--- src/rtl/hall_beacon_period_detector_defines.svh ---
// Assertion macros shared by the beacon period detector RTL.
// No dependencies; included by the files that carry assertions.
`ifndef HALL_BEACON_PERIOD_DETECTOR_DEFINES_SVH
`define HALL_BEACON_PERIOD_DETECTOR_DEFINES_SVH

// Same-cycle implication, disabled while in reset
`define HBPD_ASSERT_IMP(lbl, clk, rst, ante, cons, msg) \
   lbl: assert property (@(posedge clk) disable iff (rst) (ante) |-> (cons)) \
      else $error(msg);

// Next-cycle implication, disabled while in reset
`define HBPD_ASSERT_NXT(lbl, clk, rst, ante, cons, msg) \
   lbl: assert property (@(posedge clk) disable iff (rst) (ante) |=> (cons)) \
      else $error(msg);

`endif

--- src/rtl/hbpd_pkg.sv ---
// Types and constants of the beacon period detector.
// No dependencies; imported by hall_beacon_period_detector and hbpd_avg_out.
package hbpd_pkg;

   // ring length and derived widths
   localparam int AVG_LEN = 10;
   localparam int SLOT_W  = (AVG_LEN > 1) ? $clog2(AVG_LEN) : 1;
   localparam int SUM_W   = 32 + $clog2(AVG_LEN);

   // reciprocal used for the divide by AVG_LEN: q ~ (x * RECIP) >> RECIP_SH
   localparam int          RECIP_SH = 31 + $clog2(AVG_LEN);
   localparam logic [31:0] RECIP    = 32'((64'd1 << RECIP_SH) / AVG_LEN);
   // remainder after the estimate stays below 4*AVG_LEN
   localparam int          REM_W    = $clog2(4 * AVG_LEN);

   // item commands
   localparam logic [1:0] CMD_EDGE    = 2'd0;
   localparam logic [1:0] CMD_TICK    = 2'd1;
   localparam logic [1:0] CMD_RESTART = 2'd2;

   // register indexes
   localparam logic [1:0] CSR_MIN_PERIOD    = 2'd0;
   localparam logic [1:0] CSR_MAX_PERIOD    = 2'd1;
   localparam logic [1:0] CSR_IGNORE_EDGES  = 2'd2;
   localparam logic [1:0] CSR_TIMEOUT_TICKS = 2'd3;

   // how the reported average is formed for an item
   localparam logic [1:0] AVG_KEEP  = 2'd0;
   localparam logic [1:0] AVG_CLEAR = 2'd1;
   localparam logic [1:0] AVG_NEW   = 2'd2;

   typedef struct packed {
      logic [1:0]  cmd;
      logic [31:0] capture_value;
   } hbpd_req_type;

   typedef struct packed {
      logic        station_detected;
      logic [31:0] average_period;
      logic        left_stage;
      logic        edge_ignored;
   } hbpd_rsp_type;

   // status carried alongside the running sum down the averaging pipeline
   typedef struct packed {
      logic       detected;
      logic       ignored;
      logic       left;
      logic [1:0] avg_mode;
   } hbpd_ctl_type;

   typedef struct packed {
      hbpd_ctl_type     ctl;
      logic [SUM_W-1:0] sum;
   } hbpd_stage_type;

endpackage

--- src/rtl/hbpd_ram.sv ---
// Generic single-port-write, single-port-read RAM with registered read data.
// No dependencies.
module hbpd_ram #(
   parameter int WIDTH = 32,
   parameter int DEPTH = 16
) (
   input  logic                     clock,
   input  logic                     wr_en,
   input  logic [$clog2(DEPTH)-1:0] wr_addr,
   input  logic [WIDTH-1:0]         wr_data,
   input  logic [$clog2(DEPTH)-1:0] rd_addr,
   output logic [WIDTH-1:0]         rd_data
);

   logic [WIDTH-1:0] mem_ff [DEPTH];

   // write port
   always_ff @(posedge clock) begin
      if (wr_en) begin
         mem_ff[wr_addr] <= wr_data;
      end
   end

   // registered read port
   always_ff @(posedge clock) begin
      rd_data <= mem_ff[rd_addr];
   end

endmodule

--- src/rtl/hbpd_avg_out.sv ---
// Averaging back end: divides the ring sum by AVG_LEN over three stages and
// holds the result item for the consumer. Depends on hbpd_pkg.
module hbpd_avg_out import hbpd_pkg::*; (
   input  logic           clock,
   input  logic           reset,
   input  logic           in_valid,
   output logic           in_ready,
   input  hbpd_stage_type in_stage,
   output logic           rsp_valid,
   input  logic           rsp_stall,
   output hbpd_rsp_type   rsp_item
);

   logic ld2, ld3, ldo;
   logic v1_ff, v2_ff, v3_ff, vo_ff;

   hbpd_stage_type         s1_ff;
   hbpd_ctl_type           ctl2_ff, ctl3_ff;
   logic [63:0]            plo_ff;
   logic [31+SUM_W-32:0]   phi_ff;
   logic [REM_W-1:0]       xl2_ff, xl3_ff;
   logic [31:0]            qest_ff;
   logic [31:0]            avg_hold_ff, avg_hold_in;
   hbpd_rsp_type           rsp_ff;

   logic [64+SUM_W-32:0]   prod_full;
   logic [REM_W-1:0]       rem;
   logic [1:0]             corr;
   logic [31:0]            quot;

   // per-stage load enables, back to front
   assign ldo      = !vo_ff || !rsp_stall;
   assign ld3      = !v3_ff || ldo;
   assign ld2      = !v2_ff || ld3;
   assign in_ready = !v1_ff || ld2;

   always_ff @(posedge clock) begin
      if (reset) begin
         v1_ff <= 1'b0;
         v2_ff <= 1'b0;
         v3_ff <= 1'b0;
         vo_ff <= 1'b0;
      end else begin
         if (in_ready) v1_ff <= in_valid;
         if (ld2)      v2_ff <= v1_ff;
         if (ld3)      v3_ff <= v2_ff;
         if (ldo)      vo_ff <= v3_ff;
      end
   end

   // stage 1: capture sum and status
   always_ff @(posedge clock) begin
      if (in_ready && in_valid) begin
         s1_ff <= in_stage;
      end
   end

   // stage 2: partial products of sum * reciprocal
   always_ff @(posedge clock) begin
      if (ld2 && v1_ff) begin
         ctl2_ff <= s1_ff.ctl;
         plo_ff  <= 64'(s1_ff.sum[31:0]) * 64'(RECIP);
         phi_ff  <= (SUM_W)'(s1_ff.sum[SUM_W-1:32]) * (SUM_W)'(RECIP);
         xl2_ff  <= s1_ff.sum[REM_W-1:0];
      end
   end

   // stage 3: combine partials into the quotient estimate
   assign prod_full = (65+SUM_W-32)'(plo_ff) + ((65+SUM_W-32)'(phi_ff) << 32);

   always_ff @(posedge clock) begin
      if (ld3 && v2_ff) begin
         ctl3_ff <= ctl2_ff;
         qest_ff <= prod_full[RECIP_SH+31:RECIP_SH];
         xl3_ff  <= xl2_ff;
      end
   end

   // correction: estimate is low by at most three
   always_comb begin
      rem = xl3_ff - REM_W'(qest_ff * 32'(AVG_LEN));
      priority if (rem >= REM_W'(3 * AVG_LEN)) begin
         corr = 2'd3;
      end else if (rem >= REM_W'(2 * AVG_LEN)) begin
         corr = 2'd2;
      end else if (rem >= REM_W'(AVG_LEN)) begin
         corr = 2'd1;
      end else begin
         corr = 2'd0;
      end
      quot = qest_ff + 32'(corr);
   end

   // resolve the reported average against the held one
   always_comb begin
      unique case (ctl3_ff.avg_mode)
         AVG_CLEAR: avg_hold_in = '0;
         AVG_NEW:   avg_hold_in = quot;
         default:   avg_hold_in = avg_hold_ff;
      endcase
   end

   always_ff @(posedge clock) begin
      if (reset) begin
         avg_hold_ff <= '0;
      end else if (ldo && v3_ff) begin
         avg_hold_ff <= avg_hold_in;
      end
   end

   // output register
   always_ff @(posedge clock) begin
      if (ldo && v3_ff) begin
         rsp_ff.station_detected <= ctl3_ff.detected;
         rsp_ff.average_period   <= avg_hold_in;
         rsp_ff.left_stage       <= ctl3_ff.left;
         rsp_ff.edge_ignored     <= ctl3_ff.ignored;
      end
   end

   assign rsp_valid = vo_ff;
   assign rsp_item  = rsp_ff;

endmodule

--- src/rtl/hall_beacon_period_detector.sv ---
// Beacon period detector top level: edge/tick/restart front end, period ring in RAM.
// Depends on hbpd_pkg, hbpd_ram, hbpd_avg_out and the defines header.
// Each accepted item passes through the divide stages and the output register.
// Throughput: one item per cycle unless stalled; the next ring slot is prefetched.
// Reset: synchronous; resets control state, ring contents read as zero via per-slot
//   valid bits, so there is no clearing pass and items are taken right after reset.
`include "hall_beacon_period_detector_defines.svh"

module hall_beacon_period_detector import hbpd_pkg::*; (
   input  logic         clock,
   input  logic         reset,
   input  logic         req_valid,
   output logic         req_stall,
   input  hbpd_req_type req_item,
   output logic         rsp_valid,
   input  logic         rsp_stall,
   output hbpd_rsp_type rsp_item,
   input  logic         csr_wr_en,
   input  logic [1:0]   csr_index,
   input  logic [31:0]  csr_wdata
);

   // configuration
   logic [31:0]      min_ff, max_ff, timeout_ff;
   logic [15:0]      ign_edges_ff;
   logic [SUM_W-1:0] min_l_ff, max_l_ff;

   // detector state
   logic [31:0]        last_cap_ff, last_cap_in;
   logic [SUM_W-1:0]   ring_sum_ff, ring_sum_in;
   logic [SLOT_W-1:0]  slot_ff, slot_in;
   logic [AVG_LEN-1:0] ring_vld_ff, ring_vld_in;
   logic [15:0]        ign_cnt_ff, ign_cnt_in;
   logic               left_ff, left_in;
   logic [31:0]        countdown_ff, countdown_in;

   logic               back_ready, accept;
   logic               ram_wr_en;
   logic [31:0]        ram_rd;
   logic [31:0]        period, old_val;
   logic               period_ok, sum_ok;
   logic [SUM_W-1:0]   sum_upd;
   logic [SLOT_W-1:0]  slot_next;
   hbpd_stage_type     stage;

   assign req_stall = !back_ready;
   assign accept    = req_valid && back_ready;

   // configuration writes; scaled window bounds kept for the sum compare
   always_ff @(posedge clock) begin
      if (reset) begin
         min_ff       <= '0;
         max_ff       <= '1;
         ign_edges_ff <= 16'd2;
         timeout_ff   <= 32'd1000;
         min_l_ff     <= '0;
         max_l_ff     <= SUM_W'(AVG_LEN) * SUM_W'(32'hFFFF_FFFF) + SUM_W'(AVG_LEN - 1);
      end else if (csr_wr_en) begin
         unique case (csr_index)
            CSR_MIN_PERIOD: begin
               min_ff   <= csr_wdata;
               min_l_ff <= SUM_W'(csr_wdata) * SUM_W'(AVG_LEN);
            end
            CSR_MAX_PERIOD: begin
               max_ff   <= csr_wdata;
               max_l_ff <= SUM_W'(csr_wdata) * SUM_W'(AVG_LEN) + SUM_W'(AVG_LEN - 1);
            end
            CSR_IGNORE_EDGES:  ign_edges_ff <= csr_wdata[15:0];
            CSR_TIMEOUT_TICKS: timeout_ff   <= csr_wdata;
            default: ;
         endcase
      end
   end

   // period, ring update and window checks for a counted edge
   always_comb begin
      period    = req_item.capture_value - last_cap_ff;
      period_ok = (period >= min_ff) && (period <= max_ff);
      old_val   = ring_vld_ff[slot_ff] ? ram_rd : '0;
      sum_upd   = ring_sum_ff - SUM_W'(old_val) + SUM_W'(period);
      sum_ok    = (sum_upd >= min_l_ff) && (sum_upd <= max_l_ff);
      slot_next = (slot_ff == SLOT_W'(AVG_LEN - 1)) ? '0 : slot_ff + 1'b1;
   end

   // per-item next state
   always_comb begin
      last_cap_in  = last_cap_ff;
      ring_sum_in  = ring_sum_ff;
      slot_in      = slot_ff;
      ring_vld_in  = ring_vld_ff;
      ign_cnt_in   = ign_cnt_ff;
      left_in      = left_ff;
      countdown_in = countdown_ff;
      ram_wr_en    = 1'b0;
      stage.ctl.detected = 1'b0;
      stage.ctl.ignored  = 1'b0;
      stage.ctl.avg_mode = AVG_KEEP;
      stage.sum          = sum_upd;

      if (accept) begin
         unique case (req_item.cmd)
            CMD_EDGE: begin
               if (ign_cnt_ff < ign_edges_ff) begin
                  ign_cnt_in        = ign_cnt_ff + 1'b1;
                  stage.ctl.ignored = 1'b1;
               end else begin
                  countdown_in       = timeout_ff;
                  last_cap_in        = req_item.capture_value;
                  stage.ctl.avg_mode = AVG_CLEAR;
                  if (period_ok) begin
                     ram_wr_en              = 1'b1;
                     ring_vld_in[slot_ff]   = 1'b1;
                     ring_sum_in            = sum_upd;
                     slot_in                = slot_next;
                     stage.ctl.avg_mode     = AVG_NEW;
                     if (sum_ok && left_ff) begin
                        stage.ctl.detected = 1'b1;
                        ring_vld_in        = '0;
                        ring_sum_in        = '0;
                        left_in            = 1'b0;
                        ign_cnt_in         = '0;
                     end
                  end
               end
            end
            CMD_TICK: begin
               if (countdown_ff != '0) begin
                  if (countdown_ff == 32'd1) begin
                     left_in            = 1'b1;
                     countdown_in       = timeout_ff;
                     stage.ctl.avg_mode = AVG_CLEAR;
                  end else begin
                     countdown_in = countdown_ff - 1'b1;
                  end
               end
            end
            CMD_RESTART: begin
               ring_vld_in = '0;
               ring_sum_in = '0;
               ign_cnt_in  = '0;
            end
            default: ;
         endcase
      end
      stage.ctl.left = left_in;
   end

   always_ff @(posedge clock) begin
      if (reset) begin
         last_cap_ff  <= '0;
         ring_sum_ff  <= '0;
         slot_ff      <= '0;
         ring_vld_ff  <= '0;
         ign_cnt_ff   <= '0;
         left_ff      <= 1'b1;
         countdown_ff <= '0;
      end else begin
         last_cap_ff  <= last_cap_in;
         ring_sum_ff  <= ring_sum_in;
         slot_ff      <= slot_in;
         ring_vld_ff  <= ring_vld_in;
         ign_cnt_ff   <= ign_cnt_in;
         left_ff      <= left_in;
         countdown_ff <= countdown_in;
      end
   end

   // period ring; read address runs one slot ahead so the old entry is ready
   hbpd_ram #(
      .WIDTH (32),
      .DEPTH (AVG_LEN)
   ) u_ring (
      .clock   (clock),
      .wr_en   (ram_wr_en),
      .wr_addr (slot_ff),
      .wr_data (period),
      .rd_addr (slot_in),
      .rd_data (ram_rd)
   );

   // divide and output register
   hbpd_avg_out u_avg_out (
      .clock     (clock),
      .reset     (reset),
      .in_valid  (req_valid),
      .in_ready  (back_ready),
      .in_stage  (stage),
      .rsp_valid (rsp_valid),
      .rsp_stall (rsp_stall),
      .rsp_item  (rsp_item)
   );

   // slot pointer stays inside the ring
   `HBPD_ASSERT_IMP(a_slot_range, clock, reset, 1'b1,
      {1'b0, slot_ff} < (SLOT_W+1)'(AVG_LEN), "ring slot out of range")
   // an empty ring carries a zero sum
   `HBPD_ASSERT_IMP(a_empty_sum, clock, reset, ring_vld_ff == '0,
      ring_sum_ff == '0, "ring sum nonzero with empty ring")
   // a detection empties the ring and drops the flag
   `HBPD_ASSERT_NXT(a_detect_clear, clock, reset, accept && stage.ctl.detected,
      ring_vld_ff == '0 && !left_ff, "detection did not clear ring")
   // countdown expiry raises the left-stage flag
   `HBPD_ASSERT_NXT(a_expiry_left, clock, reset,
      accept && req_item.cmd == CMD_TICK && countdown_ff == 32'd1,
      left_ff, "expiry did not set left flag")

endmodule
--- config.mk ---
export PLATFORM = sky130hd
export DESIGN_NAME = hall_beacon_period_detector
export DESIGN_NICKNAME = d
export VERILOG_FILES = /design/src/rtl/hbpd_pkg.sv /design/src/rtl/hbpd_ram.sv /design/src/rtl/hbpd_avg_out.sv /design/src/rtl/hall_beacon_period_detector.sv
export VERILOG_INCLUDE_DIRS = /design/src /design/src/rtl
export SDC_FILE = /design/constraint.sdc
export NUM_CORES = 2
export LEC_CHECK = 0
export BUFFER_PORTS_ARGS = -buffer_cell sky130_fd_sc_hd__buf_2
export CORE_MARGIN = 5
export CORE_UTILIZATION = 40
export CTS_BUF_LIST = sky130_fd_sc_hd__clkbuf_4 sky130_fd_sc_hd__clkbuf_8
export DETAILED_ROUTE_END_ITERATION = 8
export GPL_TIMING_DRIVEN = 0
export HOLD_SLACK_MARGIN = 0.15
export SYNTH_ARGS = -nofsm -noshare
export SYNTH_HDL_FRONTEND = slang
export SYNTH_SLANG_ARGS = --single-unit
--- constraint.sdc ---
create_clock -name clock -period 28.2 [get_ports clock]
set_clock_uncertainty 0.05 [all_clocks]
set_input_delay 5.64 -clock clock [delete_from_list [all_inputs] [get_ports clock]]
set_output_delay 5.64 -clock clock [all_outputs]
set_load 0.1 [all_outputs]
==> flow_metrics.py <==
metrics = {
    "worst_setup_path": {
        "cp-end-kind": "register",
        "slowest_stage": "o311ai_0",
        "worstSetupPathType": "in2reg",
        "crit_path_start_kind": "input pin",
        "arrival_ns": 15.51,
        "critPathRequiredTime_ns": 28.94,
        "crit_fanout": 10,
        "max_stage_delay_ns": 0.76,
    },
    "clocking": {
        "clkSinkCount": 881,
        "post_cts_buffers": 0,
        "cts-root-buf": "clkbuf_8",
        "hold_buffers": 0,
        "insertion_delay_ns": 0.90,
        "path_clk_slew_ns": 0.06,
        "cts_tree": "yes",
        "ctsResizeCount": 0,
        "cts-buffers-inserted": 151,
        "htree_levels": 4,
        "cts_buffer_depth": 3,
    },
    "routing": {
        "wl_mm": 184,
        "dr_wl_met2_mm": 85.9,
        "met1Wirelength_mm": 76.4,
        "via_per_inst": 5.42,
        "num_vias": 46500,
        "first_iter_violations": 3822,
        "drtAntennaViolNets": 0,
        "wl_met3_mm": 12.7,
        "drc": 0,
        "wl_per_cell_microns": 21.4,
        "top_layer": "met4",
        "first_pass_iters": 6,
    },
    "synthesis": {
        "ys_seq_area_frac": 0.369,
        "synthCells": 6111,
        "yosysUniqueCellTypes": 89,
        "syn_nets": 7262,
        "synth_ff_type": "edfxtp_1",
        "ys_ff_latch": 881,
        "yosys.area.top_type_share": 0.246,
        "syn_area_sq_um": 61500,
        "synth_area_leaders": "edfxtp_1, fa_1, ha_1, dfxtp_1, inv_1",
        "synth_edf_count": 504,
        "async_flop_share": 0,
        "synth_largest_area_cell": "edfxtp_1",
        "avgSynthCellArea_sq_um": 10.1,
        "yosys_warnings": 0,
    },
    "floorplan": {
        "io_pins": 110,
        "initial_utilization": 0.403,
        "fp.dieW_microns": 402,
        "die_h_microns": 402,
        "fp.dieArea_sq_um": 162000,
        "coreArea_sq_um": 152000,
        "placement_rows": 143,
    },
    "global_routing": {
        "overflow": 0,
        "grt_pass1_vias": 46200,
        "grt_pass1_wl_mm": 278,
        "antenna_found_initial": 4,
        "grt_start_max_net_pins": 45,
        "track_usage": 0.223,
    },
    "sta": {
        "holdWs_ns": 0.370,
        "worstMarginPinSlew_ns": 1.59,
        "finalSetupTns_ns": 0,
        "post-route-period-util": 0.524,
        "max_slew_margin": -0.0697,
        "clock.fmax_ghz": 0.0677,
        "rsz0062_at_grt": "no",
        "finalSetupViolations": 0,
        "timing.final.crit_period_ns": 14.77,
        "slew_viol_final": 6,
        "hold_viol": 0,
    },
    "final_layout": {
        "utilization": 0.450,
        "drive_gt1_frac": 0.0763,
        "area_growth_pct": 11.4,
        "layout.cells.non_filler": 8578,
        "nets": 7567,
    },
    "status": {
        "status": "finished, violations left",
        "violations": "max-capacitance violations, max-slew violations",
    },
    "placement": {
        "numPortBuffers": 105,
        "dp_hpwl_mm": 145,
        "place_inst": 8293,
        "place_congestion": 0.941,
    },
    "job": {
        "drv_cap": 1,
    },
    "min_path": {
        "hold_path_class": "reg2reg",
    },
}
[stage by stage]
stage / area, sq um / setup WS, ns
after floorplan: 61500 / 14.23
after global placement: 64600 / 8.91
after detailed placement: 65300 / 12.75
after CTS: 68500 / 13.67
after global routing: 68500 / 13.10
final: 68500 / 13.43
[cell type report]
type / instances / area [sq um]
Fill cell: 14600 / 83900
Multi-Input combinational cell: 4074 / 34600
Sequential cell: 881 / 22700
Inverter: 937 / 3520
Clock buffer: 210 / 2630
Tap cell: 2030 / 2540
Timing Repair Buffer: 152 / 1120
Buffer: 219 / 850
Clock inverter: 69 / 546
Antenna cell: 6 / 15.0
[layout by cell type, fill, tap and decap left out, types with 35 or more instances in the layout]
cell      instances
inv_1           935
ha_1            655
nand2_1         572
edfxtp_1        504
fa_1            423
a21oi_1         408
dfxtp_1         377
nor2_1          270
o21ai_0         207
clkbuf_1        192
clkbuf_8        168
nand3_1         148
xnor2_1         129
buf_2           121
a21o_1          113
nor3_1           91
mux2i_1          85
xor2_1           81
and3_1           67
o211ai_1         66
a211oi_1         62
a22oi_1          53
nand4_1          48
nand2b_1         47
and2_1           43
clkbuf_4         42
o22ai_1          35
[state kept, by name, indices dropped and copies added (netlist names), 26 cells and up]
name                   cells
countdown_ff              32
last_cap_ff               32
max_ff                    32
max_l_ff                  33
min_ff                    32
min_l_ff                  33
ring_sum_ff               36
timeout_ff                32
u_avg_out.avg_hold_ff     32
u_avg_out.phi_ff          26
u_avg_out.plo_ff          30
u_avg_out.qest_ff         32
u_avg_out.rsp_item        35
u_avg_out.s1_ff           41
u_ring.mem_ff            320
u_ring.rd_data            32
[cell families after synthesis]
kind of cell    synth area share
compound gates             0.135
xor+xnor                  0.0318
fa+ha+maj                  0.271
buf+inv                   0.0710
flops                      0.369
mux                       0.0148
simple gates               0.108
[cell usage after synthesis, types with 13 or more instances]
| cell type | count |
|---|---|
| mux2i_1 | 85 |
| nor3_1 | 95 |
| a21oi_1 | 409 |
| inv_1 | 936 |
| nand2_1 | 572 |
| clkbuf_1 | 193 |
| a22oi_1 | 53 |
| o21a_1 | 29 |
| edfxtp_1 | 504 |
| a221o_1 | 13 |
| a211oi_1 | 62 |
| nor4_1 | 13 |
| o2111ai_1 | 22 |
| buf_2 | 14 |
| a2111oi_0 | 18 |
| and2_1 | 43 |
| a311oi_1 | 18 |
| fa_1 | 423 |
| nor2_1 | 273 |
| and3_1 | 68 |
| o221ai_1 | 14 |
| a31oi_1 | 17 |
| o211ai_1 | 66 |
| o21bai_1 | 23 |
| nand4_1 | 48 |
| nand3_1 | 148 |
| dfxtp_1 | 377 |
| o22ai_1 | 35 |
| or2_2 | 20 |
| nand2b_1 | 47 |
| or3_1 | 18 |
| ha_1 | 655 |
| a22o_1 | 31 |
| xor2_1 | 84 |
| a21o_1 | 113 |
| o21ai_0 | 207 |
| xnor2_1 | 139 |
| nor2b_1 | 30 |
[layer usage]
metal	up-vias	GRT usage
li1	21700	-
met1	22800	0.287
met2	1589	0.369
met3	415	0.0434
met4	0	0.0964
met5	-	0
[final timing paths]
check / slack [ns] / depth (start not counted) / start / to
setup / recovery: 13.43 / 36 / req_item[1] / ring_sum_ff[27]
hold / removal: 0.37 / 0 / u_avg_out.xl2_ff[5] / u_avg_out.xl3_ff[5]
setup reg to reg: 17.88 / 36 / last_cap_ff[1] / ring_sum_ff[27]
hold reg to reg: 0.37 / 0 / u_avg_out.xl2_ff[5] / u_avg_out.xl3_ff[5]
[worst max-delay path, delay by kind of cell]
family / cells / cell delay (ns)
AOI/OAI and AO/OA: 15 / 4.07
xor gates and xnor gates: 2 / 1.42
adders and majority gates: 4 / 1.34
buffers and inverters: 6 / 1.39
and+or+nand+nor: 9 / 1.63
Power is not shown: default switching activity piles up to over one toggle a cycle in this logic, so the estimate is an artifact.
